==> src/rtl/cnc_pkg.sv <==
// ----------------------------------------------------------------------------
// cnc_pkg: shared definitions for the channel name checker
// Grammar state codes, character constants, keyword tables and the
// per-byte grammar step record passed from the grammar logic to the top.
// ----------------------------------------------------------------------------
`default_nettype none

package cnc_pkg;

    localparam int unsigned MAX_NAME_LENGTH = 63;

    localparam int unsigned POS_W   = 7;   // position count, saturating
    localparam int unsigned STATE_W = 4;   // grammar state
    localparam int unsigned EXTLEN_W = 6;  // extension-name length
    localparam int unsigned PREFIX_W = 56; // seven prefix bytes

    localparam logic [POS_W-1:0]    POS_MAX    = {POS_W{1'b1}};
    localparam logic [POS_W-1:0]    POS_LIMIT  = POS_W'(MAX_NAME_LENGTH);
    localparam logic [EXTLEN_W-1:0] EXTLEN_MAX = {EXTLEN_W{1'b1}};

    localparam logic [PREFIX_W-1:0] PREFIX_RESET = 56'h706C696E74683A;

    localparam logic [1:0] LAYER_DATA = 2'd0;
    localparam logic [1:0] LAYER_SYS  = 2'd1;
    localparam logic [1:0] LAYER_EXT  = 2'd2;

    // Grammar state codes
    localparam logic [STATE_W-1:0] GS_PREFIX   = 4'd0;
    localparam logic [STATE_W-1:0] GS_KW_FIRST = 4'd1;
    localparam logic [STATE_W-1:0] GS_KW_DATA  = 4'd2;
    localparam logic [STATE_W-1:0] GS_KW_SYS   = 4'd3;
    localparam logic [STATE_W-1:0] GS_KW_EXT   = 4'd4;
    localparam logic [STATE_W-1:0] GS_D1_START = 4'd5;
    localparam logic [STATE_W-1:0] GS_D1_REST  = 4'd6;
    localparam logic [STATE_W-1:0] GS_D2_START = 4'd7;
    localparam logic [STATE_W-1:0] GS_D2_REST  = 4'd8;
    localparam logic [STATE_W-1:0] GS_Y_START  = 4'd9;
    localparam logic [STATE_W-1:0] GS_Y_REST   = 4'd10;
    localparam logic [STATE_W-1:0] GS_EN_START = 4'd11;
    localparam logic [STATE_W-1:0] GS_EN_REST  = 4'd12;
    localparam logic [STATE_W-1:0] GS_EI_START = 4'd13;
    localparam logic [STATE_W-1:0] GS_EI_REST  = 4'd14;
    localparam logic [STATE_W-1:0] GS_FAIL     = 4'd15;

    // Characters
    localparam logic [7:0] CH_UNDER = 8'h5F;
    localparam logic [7:0] CH_COLON = 8'h3A;
    localparam logic [7:0] CH_DOT   = 8'h2E;
    localparam logic [7:0] CH_A     = 8'h61;
    localparam logic [7:0] CH_Z     = 8'h7A;
    localparam logic [7:0] CH_0     = 8'h30;
    localparam logic [7:0] CH_9     = 8'h39;
    localparam logic [7:0] CH_D     = 8'h64;
    localparam logic [7:0] CH_S     = 8'h73;
    localparam logic [7:0] CH_E     = 8'h65;

    localparam logic [POS_W-1:0] KW_DATA_LEN = 7'd5;
    localparam logic [POS_W-1:0] KW_SYS_LEN  = 7'd7;
    localparam logic [POS_W-1:0] KW_EXT_LEN  = 7'd4;

    // Keyword tables, indexed by offset past the prefix
    function automatic logic [7:0] kw_data_char(input logic [2:0] k);
        logic [7:0] ch;
        unique case (k)
            3'd0:    ch = 8'h64; // d
            3'd1:    ch = 8'h61; // a
            3'd2:    ch = 8'h74; // t
            3'd3:    ch = 8'h61; // a
            3'd4:    ch = 8'h3A; // :
            default: ch = 8'h00;
        endcase
        return ch;
    endfunction

    function automatic logic [7:0] kw_sys_char(input logic [2:0] k);
        logic [7:0] ch;
        unique case (k)
            3'd0:    ch = 8'h73; // s
            3'd1:    ch = 8'h79; // y
            3'd2:    ch = 8'h73; // s
            3'd3:    ch = 8'h74; // t
            3'd4:    ch = 8'h65; // e
            3'd5:    ch = 8'h6D; // m
            3'd6:    ch = 8'h3A; // :
            default: ch = 8'h00;
        endcase
        return ch;
    endfunction

    function automatic logic [7:0] kw_ext_char(input logic [2:0] k);
        logic [7:0] ch;
        unique case (k)
            3'd0:    ch = 8'h65; // e
            3'd1:    ch = 8'h78; // x
            3'd2:    ch = 8'h74; // t
            3'd3:    ch = 8'h3A; // :
            default: ch = 8'h00;
        endcase
        return ch;
    endfunction

    // One grammar step: next state and the marks set on keyword completion
    typedef struct packed {
        logic [STATE_W-1:0] next_state;
        logic               set_layer_data;
        logic               set_layer_sys;
        logic               set_ext_prefix;
    } gram_step_t;

endpackage

`default_nettype wire

==> src/rtl/cnc_grammar.sv <==
// ----------------------------------------------------------------------------
// cnc_grammar: per-byte grammar transition
// Combinational next-state logic of the channel name grammar for one byte.
// ----------------------------------------------------------------------------
`default_nettype none

module cnc_grammar (
    input  wire logic [cnc_pkg::STATE_W-1:0]  state,
    input  wire logic [7:0]                   char_code,
    input  wire logic [cnc_pkg::POS_W-1:0]    pos,
    input  wire logic [cnc_pkg::PREFIX_W-1:0] prefix_word,
    output cnc_pkg::gram_step_t               step
);

    logic [7:0]               prefix_byte;
    logic [cnc_pkg::POS_W-1:0] kw_pos;
    logic                      c_lower;
    logic                      c_digit;
    logic                      c_rest;

    assign c_lower = (char_code >= cnc_pkg::CH_A) && (char_code <= cnc_pkg::CH_Z);
    assign c_digit = (char_code >= cnc_pkg::CH_0) && (char_code <= cnc_pkg::CH_9);
    assign c_rest  = c_lower || c_digit || (char_code == cnc_pkg::CH_UNDER);
    assign kw_pos  = pos - 7'd7;

    // First prefix byte sits in the top eight bits
    always_comb
    begin
        unique case (pos[2:0])
            3'd0:    prefix_byte = prefix_word[55:48];
            3'd1:    prefix_byte = prefix_word[47:40];
            3'd2:    prefix_byte = prefix_word[39:32];
            3'd3:    prefix_byte = prefix_word[31:24];
            3'd4:    prefix_byte = prefix_word[23:16];
            3'd5:    prefix_byte = prefix_word[15:8];
            3'd6:    prefix_byte = prefix_word[7:0];
            default: prefix_byte = 8'h00;
        endcase
    end

    always_comb
    begin
        step            = '0;
        step.next_state = cnc_pkg::GS_FAIL;
        unique case (state)
            cnc_pkg::GS_PREFIX:
            begin
                if (char_code == prefix_byte)
                    step.next_state = (pos == 7'd6) ? cnc_pkg::GS_KW_FIRST
                                                    : cnc_pkg::GS_PREFIX;
            end
            cnc_pkg::GS_KW_FIRST:
            begin
                priority if (char_code == cnc_pkg::CH_D) step.next_state = cnc_pkg::GS_KW_DATA;
                else if (char_code == cnc_pkg::CH_S)     step.next_state = cnc_pkg::GS_KW_SYS;
                else if (char_code == cnc_pkg::CH_E)     step.next_state = cnc_pkg::GS_KW_EXT;
                else                                     step.next_state = cnc_pkg::GS_FAIL;
            end
            cnc_pkg::GS_KW_DATA:
            begin
                if (kw_pos < cnc_pkg::KW_DATA_LEN &&
                    char_code == cnc_pkg::kw_data_char(kw_pos[2:0]))
                begin
                    if (kw_pos == cnc_pkg::KW_DATA_LEN - 7'd1)
                    begin
                        step.next_state     = cnc_pkg::GS_D1_START;
                        step.set_layer_data = 1'b1;
                    end
                    else
                        step.next_state = cnc_pkg::GS_KW_DATA;
                end
            end
            cnc_pkg::GS_KW_SYS:
            begin
                if (kw_pos < cnc_pkg::KW_SYS_LEN &&
                    char_code == cnc_pkg::kw_sys_char(kw_pos[2:0]))
                begin
                    if (kw_pos == cnc_pkg::KW_SYS_LEN - 7'd1)
                    begin
                        step.next_state    = cnc_pkg::GS_Y_START;
                        step.set_layer_sys = 1'b1;
                    end
                    else
                        step.next_state = cnc_pkg::GS_KW_SYS;
                end
            end
            cnc_pkg::GS_KW_EXT:
            begin
                if (kw_pos < cnc_pkg::KW_EXT_LEN &&
                    char_code == cnc_pkg::kw_ext_char(kw_pos[2:0]))
                begin
                    if (kw_pos == cnc_pkg::KW_EXT_LEN - 7'd1)
                    begin
                        step.next_state     = cnc_pkg::GS_EN_START;
                        step.set_ext_prefix = 1'b1;
                    end
                    else
                        step.next_state = cnc_pkg::GS_KW_EXT;
                end
            end
            cnc_pkg::GS_D1_START:
                if (c_lower) step.next_state = cnc_pkg::GS_D1_REST;
            cnc_pkg::GS_D1_REST:
            begin
                priority if (c_rest)             step.next_state = cnc_pkg::GS_D1_REST;
                else if (char_code == cnc_pkg::CH_DOT) step.next_state = cnc_pkg::GS_D2_START;
                else                             step.next_state = cnc_pkg::GS_FAIL;
            end
            cnc_pkg::GS_D2_START:
                if (c_lower) step.next_state = cnc_pkg::GS_D2_REST;
            cnc_pkg::GS_D2_REST:
                if (c_rest) step.next_state = cnc_pkg::GS_D2_REST;
            cnc_pkg::GS_Y_START:
                if (c_lower) step.next_state = cnc_pkg::GS_Y_REST;
            cnc_pkg::GS_Y_REST:
            begin
                priority if (c_rest)             step.next_state = cnc_pkg::GS_Y_REST;
                else if (char_code == cnc_pkg::CH_DOT) step.next_state = cnc_pkg::GS_Y_START;
                else                             step.next_state = cnc_pkg::GS_FAIL;
            end
            cnc_pkg::GS_EN_START:
                if (c_lower) step.next_state = cnc_pkg::GS_EN_REST;
            cnc_pkg::GS_EN_REST:
            begin
                priority if (c_lower || c_digit)   step.next_state = cnc_pkg::GS_EN_REST;
                else if (char_code == cnc_pkg::CH_COLON) step.next_state = cnc_pkg::GS_EI_START;
                else                               step.next_state = cnc_pkg::GS_FAIL;
            end
            cnc_pkg::GS_EI_START:
                if (c_lower) step.next_state = cnc_pkg::GS_EI_REST;
            cnc_pkg::GS_EI_REST:
            begin
                priority if (c_rest)             step.next_state = cnc_pkg::GS_EI_REST;
                else if (char_code == cnc_pkg::CH_DOT) step.next_state = cnc_pkg::GS_EI_START;
                else                             step.next_state = cnc_pkg::GS_FAIL;
            end
            default:
                step.next_state = cnc_pkg::GS_FAIL;
        endcase
    end

endmodule

`default_nettype wire

==> config.mk <==
export PLATFORM = sky130hd
export DESIGN_NAME = cnc_grammar
export DESIGN_NICKNAME = d
export VERILOG_FILES = /design/src/rtl/cnc_pkg.sv /design/src/rtl/cnc_grammar.sv
export SDC_FILE = /design/constraint.sdc
export NUM_CORES = 1
export LEC_CHECK = 0
export BUFFER_PORTS_ARGS = -buffer_cell sky130_fd_sc_hd__buf_4
export CORE_MARGIN = 2
export CORE_UTILIZATION = 53
export DETAILED_ROUTE_END_ITERATION = 16
export PLACE_DENSITY_LB_ADDON = 0.25
export SLEW_MARGIN = 20
export SYNTH_ARGS = -nofsm -noshare
export SYNTH_HDL_FRONTEND = slang
export SYNTH_SLANG_ARGS = --single-unit
export TNS_END_PERCENT = 50
==> constraint.sdc <==
create_clock -name vclk -period 5
set_input_delay 0 -clock vclk [all_inputs]
set_output_delay 0 -clock vclk [all_outputs]
set_load 0.01 [all_outputs]
---- Word-level counts from Yosys, hierarchy flattened ----
Cells that the tools add are included.
operators by class
  $add $sub $neg .......................... 1
  order comparisons ....................... 7
  eq/ne operators ......................... 40
  mux-type cells .......................... 41
  reductions and logical operators ........ 12
operators by type and width
  cell                count
  $pmux 4 s15         1
  $pmux 7 s4          2
  $pmux 8 s7          1
  $mux 4              11
  $pmux 7 s6          1
  $eq 8x7->1 const B  4
  $eq 8x8->1          4
  $eq 4x4->1 const B  7
  $mux 8              3
  $eq 7x3->1 const B  3
  $lt 7x3->1 const B  3
  $eq 3x3->1 const B  6
  $mux 3              6
  $eq 4x3->1 const B  4
  $eq 8x6->1 const B  2
  $eq 3x2->1 const B  4
  $mux 1              10
  $mux 2              5
  $eq 4x2->1 const B  2
  $ge 8x6->1 const B  1
  $ge 8x7->1 const B  1
  $le 8x6->1 const B  1
  $le 8x7->1 const B  1
  $eq 7x2->1 const B  1
  9 further kinds     17
storage, ports and cells
  register bits ........................... 0
  input bits .............................. 75
  output and inout bits ................... 7

---- Longest topological paths before layout ----
Gate-level depths: netlist of the first run.
  word-level depth ........................ 9
  mapped depth ............................ 12
  mapped depth without buffers ............ 9

---- Worst setup path before layout of the first run ----
Ideal clock, no wire load.
  kind .................................... input -> output
  from .................................... input pos[0] (netlist bit)
  to ...................................... output step[6] (netlist bit)
  data arrival time ....................... 2.161 ns
  data required time ...................... 5.000 ns
  setup slack ............................. 2.839 ns
  stages .................................. 11
  buffers on the path ..................... 2
  cells stage by stage .................... buf_2 -> inv_1 -> ha_1 -> buf_6 -> or4_4 -> a221oi_2 -> o221ai_2 -> a2111oi_4 -> a21oi_1 -> nor3_1 -> o21ai_1
RTL lines
  item                line               text
  start: declaration  cnc_grammar.sv:10  input wire logic [cnc_pkg::POS_W-1:0] pos,
  end: declaration    cnc_grammar.sv:12  output cnc_pkg::gram_step_t step

==> key figures, run 1 <==
Synthesis
  • Syn nets: around 340
  • Top-count cell post-synth: nand2_1
  • Post-synth top cells: nand2_1 (22), a21oi_1 (17), nor2_1 (15), nor3_1 (15), xnor2_1 (12)
  • Area leader, netlist: xnor2_1
  • Post-Synthesis Cells: 256
  • Synth Cell Area: 0.00170 mm²
  • Synth warnings: 0
  • Top cells by area, synth: xnor2_1 (6.2%), a21oi_1 (5.0%), nand2_1 (4.9%)
  • Synth cell types: 64
  • Average cell area after synthesis: 6.65 µm²
  • Sequential share of the synthesized area: 0%
  • Post-synth top area share: 6.18%

Layout
  • Register area: 0 µm²
  • Clkbuf count: 0
  • NumNets Final: 395
  • Layout cells sized above 1: 30.4%
  • Antenna cells: 0
  • P&R area growth vs syn: 30.2%
  • FFs & Latches: 0

Route
  • First drt pass iteration count: 5
  • Antenna Violating Nets Remaining: 0
  • DRC Markers: 0
  • Drt via density: 6.36
  • Via Count: 2263
  • Total wire length: about 5.5 mm
  • Avg WL per Cell: 15.4 µm
  • DR iter-0 viols: about 160

STA
  • Slew @ Worst Pin: 0.905 ns
  • Slew HR: 39.7%
  • Final hold vios: 0
  • Period Utilization, post-route: ~57%
  • Peak Freq: 351 MHz
  • Setup TNS: 0 ns
  • Max Slew Vio Count: 0
  • Min Tclk post-route: 2.85 ns
  • # setup viols final: 0
  • RSZ-0062 raised after global routing: no
  • Min Hold Slack: approximately 0.43 ns

CTS
  • # hold bufs at CTS: 0
  • Setup Buffers After CTS: 0
  • Post-CTS resize count: 0

Worst setup path
  • Crit. End Element: output port
  • CP cell instances: buf_4 > inv_1 > ha_1 > or4_4 > a221oi_2 > o221ai_2 > a2111oi_4 > a21oi_1 > nor4_1 > o21ai_1 > buf_4
  • Worst setup path end: step[4]
  • Cell depth of the worst setup path: 11
  • Crit-path most repeated cell: buf_4
  • Crit path kind: in2out
  • Critical path required time: ~5.0 ns
  • Startpoint types: input port
  • Worst path max stage delay: 0.54 ns
  • Worst path arrival time: 2.85 ns
  • Crit Path Max Fanout: 27
  • Worst setup path start: pos[0]
  • Cell family contributing the most delay on the critical path: compound AO/OA/AOI/OAI gates
  • Worst path bufs/invs: 3
  • Slowest cell on the critical path: or4_4

Global routing
  • Total grt overflow: 0
  • Initial antenna violation count: 0
  • First-pass GRT wire length: 8.65 mm
  • Vias in the first global route: 1818
  • Total GRT Usage: between 20 and 30%
  • Largest net degree at the start of global routing: 28

Die
  • IO Pins: 82
  • Total core area: between 0.003 and 0.004 mm²
  • Initial Util: 55.7%
  • Chip height: 60.7 µm
  • Die ar.: 0.00368 mm²
  • Site Rows: 20
  • Die X: about 61 µm

Hold path
  • Hold path cells: 4
  • Hold Path Class: in2out

Power and ir drop
  • Max IR drop VDD: 53.0 µV
  • Leak Pwr: between 0.0009 and 0.001 µW
  • PD cells: 88.8 mW/mm²

Run
  • Max_cap viols: 0

Outcome
  • Status: complete, no violations

Place
  • PortBufs: 82
  • Hpwl dp: 4.21 mm
  • Placer Congestion: around 0.9
==> where the power goes <==
group / internal [µW] / switching [µW]
clock network: 0 / 0
registers: 0 / 0
logic: 97.0 / 99.7
==> how the worst min path moves through the flow <==
| stage | startpoint | end |
|---|---|---|
| floorplan | pos[6] | step[0] |
| detailed placement | state[3] | step[5] |
| CTS | state[3] | step[5] |
| global route | state[3] | step[5] |
| global placement | state[2] | step[0] |
| finish | state[3] | step[5] |
==> stage by stage <==
step / area [µm²] / cells / power, µW / setup WS [ns] / util, %
after CTS: 2220 / 356 / 195 / 2.17 / 72.6
after floorplan: 1700 / 256 / 128 / 2.84 / -
after global placement: 2220 / 356 / 192 / 2.24 / 72.6
after detailed placement: 2220 / 356 / 194 / 2.20 / 72.6
after global routing: 2220 / 356 / 214 / 1.97 / 72.6
final: 2220 / 356 / 197 / 2.15 / 72.6
==> cell type report <==
class                      instances  area, µm²
multi-input combinational        221       1510
fill                             270        837
timing repair buffer              82        616
tap                               44       55.1
inverter                           9       33.8
==> per-layer routing <==
metal	GRT usage (%)	share of wire, %	vias up	routed length [µm]
li1	-	-	1099	-
met1	44.4	44	1036	2440
met2	48.1	45	126	2460
met4	1.86	0.22	0	12
met3	1.71	11	2	587
met5	0	0	-	0
==> layout by cell type, fill, tap and decap left out, drive strengths merged, types with 2 or more instances in the layout <==
| cell type | n |
|---|---|
| a211oi | 5 |
| a21oi | 17 |
| a221oi | 8 |
| a222oi | 8 |
| a22o | 2 |
| a22oi | 4 |
| a31oi | 3 |
| a32oi | 3 |
| and2 | 4 |
| and3 | 2 |
| and3b | 2 |
| buf | 82 |
| ha | 6 |
| inv | 9 |
| nand2 | 22 |
| nand2b | 6 |
| nand3 | 4 |
| nand4 | 5 |
| nand4b | 3 |
| nor2 | 15 |
| nor2b | 6 |
| nor3 | 16 |
| nor4 | 6 |
| o211ai | 4 |
| o21ai | 18 |
| o221ai | 2 |
| o22ai | 5 |
| or2 | 3 |
| or3 | 2 |
| or4 | 2 |
| xnor2 | 12 |
| xor2 | 8 |
==> cell families after synthesis <==
logic type / after synthesis / synth area share [%]
multiplexers: 1 / 0.588
buffers and inverters: 35 / 11.2
adder cells (fa/ha/maj): 6 / 4.41
AO/OA/AOI/OAI: 91 / 39.6
XOR/XNOR: 20 / 10.3
AND/OR/NAND/NOR: 103 / 34.0
No activity file was read; power rests on OpenSTA's default activity.
==> run 2: changes to the inputs <==
- CORE_UTILIZATION: 53 -> 45
- clock period: 5 -> 2.47 ns (I/O delays scaled with it)
==> run 2 against run 1 <==
- die area rose by 17%
- hold slack better by 0.017 ns
- worst setup slack got worse by 2.0 ns
- core utilization decreased by 6.3 points
- final cell count rose by 5.1%
- global-route usage shrank 2.4 points
- count of clock-buffer cells in the layout unchanged
- first-iteration DRC count grew 24%
- total power grew 120%
- largest cell class unchanged
- critical path type unchanged
==> key figures, run 2 (same netlist as run 1, synthesis figures left out) <==
Global routing
  • Total grt overflow: 0
  • Largest net degree at the start of global routing: 25
  • Vias in the first global route: 2113
  • Initial antenna violation count: 0
  • First-pass GRT wire length: 9.51 mm
  • Total GRT Usage: 27.0%

Power and ir drop
  • Leak Pwr: 0.000997 µW
  • Sequential group share of total power: 0%
  • Max IR drop VDD: roughly 110 µV
  • Psw: roughly 220 µW
  • Sw frac: 49.2%
  • Clk pwr share: 0%
  • Total power: 441 µW
  • Comb pwr share: 100.0%
  • PD cells: 182 mW/mm²
  • Internal power: 224 µW

Worst setup path
  • Cell family contributing the most delay on the critical path: buffers and inverters
  • Crit Path Max Fanout: 12
  • CP cell instances: buf_4 > ha_4 > ha_4 > buf_6 > or3_4 > a21oi_4 > xnor2_2 > a2111oi_4 > buf_4 > nor2_1 > nor4_2 > o211ai_1 > buf_4
  • Worst path bufs/invs: 4
  • Crit-path most repeated cell: buf_4
  • Worst path arrival time: 2.32 ns
  • Slowest cell on the critical path: or3_4
  • Worst path max stage delay: 0.37 ns
  • Crit path kind: in2out
  • Startpoint types: input port
  • Crit. End Element: output port
  • Critical path required time: 2.47 ns

Die
  • Site Rows: 22
  • Chip height: 65.5 µm
  • Total core area: 0.00366 mm²
  • IO Pins: 82
  • Initial Util: between 40 and 50%
  • Die ar.: between 0.004 and 0.005 mm²
  • Die X: 65.5 µm

Layout
  • NumNets Final: 409
  • Commonest non-fill, non-tap cells in the layout: buf_4 (93), nand2_1 (22), a21oi_1 (16)
  • FFs & Latches: 0
  • Clkbuf count: 0
  • Antenna cells: 0
  • Commonest non-fill, non-tap cell in the layout: buf_4
  • Finished Cell Area: 0.00243 mm²
  • Register area: 0 µm²
  • P&R area growth vs syn: 42.6%
  • Layout cells sized above 1: 36.5%

STA
  • Final hold vios: 0
  • Max Slew Vio Count: 0
  • Period Utilization, post-route: 93.8%
  • Min Tclk post-route: 2.32 ns
  • Min Hold Slack: 0.450 ns
  • Slew @ Worst Pin: 0.553 ns
  • Slew HR: 63.1%
  • # setup viols final: 0
  • Peak Freq: 432 MHz
  • Final WS setup: 0.153 ns

Route
  • Avg WL per Cell: 16.2 µm
  • Via Count: 2374
  • Drt via density: between 6 and 7
  • DR iter-0 viols: ~200
  • Total wire length: 6.05 mm
  • Antenna Violating Nets Remaining: 0
  • DRC Markers: 0
  • First drt pass iteration count: 6

Place
  • Placer Congestion: a little under 1
  • PortBufs: 82
  • Dpl ws: 0.00811 ns
  • Placed Area: 0.00232 mm²
  • Hpwl dp: ~4.6 mm

Outcome
  • Status: complete, no violations

Run
  • Max_cap viols: 0

Hold path
  • Hold Path Class: in2out
## run 2: layout make-up
type / count / area (µm²)
inverter: 9 / 33.8
fill: 334 / 1230
multi-input combinational: 221 / 1590
timing repair buffer: 96 / 741
tap: 48 / 60.1
## run 2: final timing paths
kind / start / end / slack, ns / cells after the start
hold / removal: state[3] / step[5] / 0.45 / 4
setup / recovery: pos[0] / step[5] / 0.15 / 13
## run 2: power groups by stage
| stage | clock (µW) | sequential (µW) | combinational (µW) |
|---|---|---|---|
| 6_report | 0 | 0 | 441 |
| 5_1_grt | 0 | 0 | 481 |
| 4_1_cts | 0 | 0 | 415 |
| 3_5_place_dp | 0 | 0 | 414 |
| 3_3_place_gp | 0 | 0 | 410 |
| 2_1_floorplan | 0 | 0 | 259 |
## run 2: per-stage QoR
stage	setup TNS (ns)	util [%]	instances
4_1_cts	0	63.3	371
6_report	0	66.3	374
5_1_grt	-0.0232	66.3	374
3_3_place_gp	0	63.3	371
3_5_place_dp	0	63.3	371
2_1_floorplan	0	-	256
## run 2: what timing repair did
action / in CTS / in global routing
hold buffers: 0 / 0
pin swaps: 1 / 4
setup buffers: 0 / 3
gates resized for setup: 0 / 15
setup endpoints to repair: 2 / 5
## run 2: layer usage
| layer | track usage (%) | share of wire, % |
|---|---|---|
| met4 | 4.17 | 2.0 |
| met3 | 3.94 | 9.9 |
| met2 | 48.9 | 48 |
| met5 | 0 | 0 |
| met1 | 34.3 | 40 |
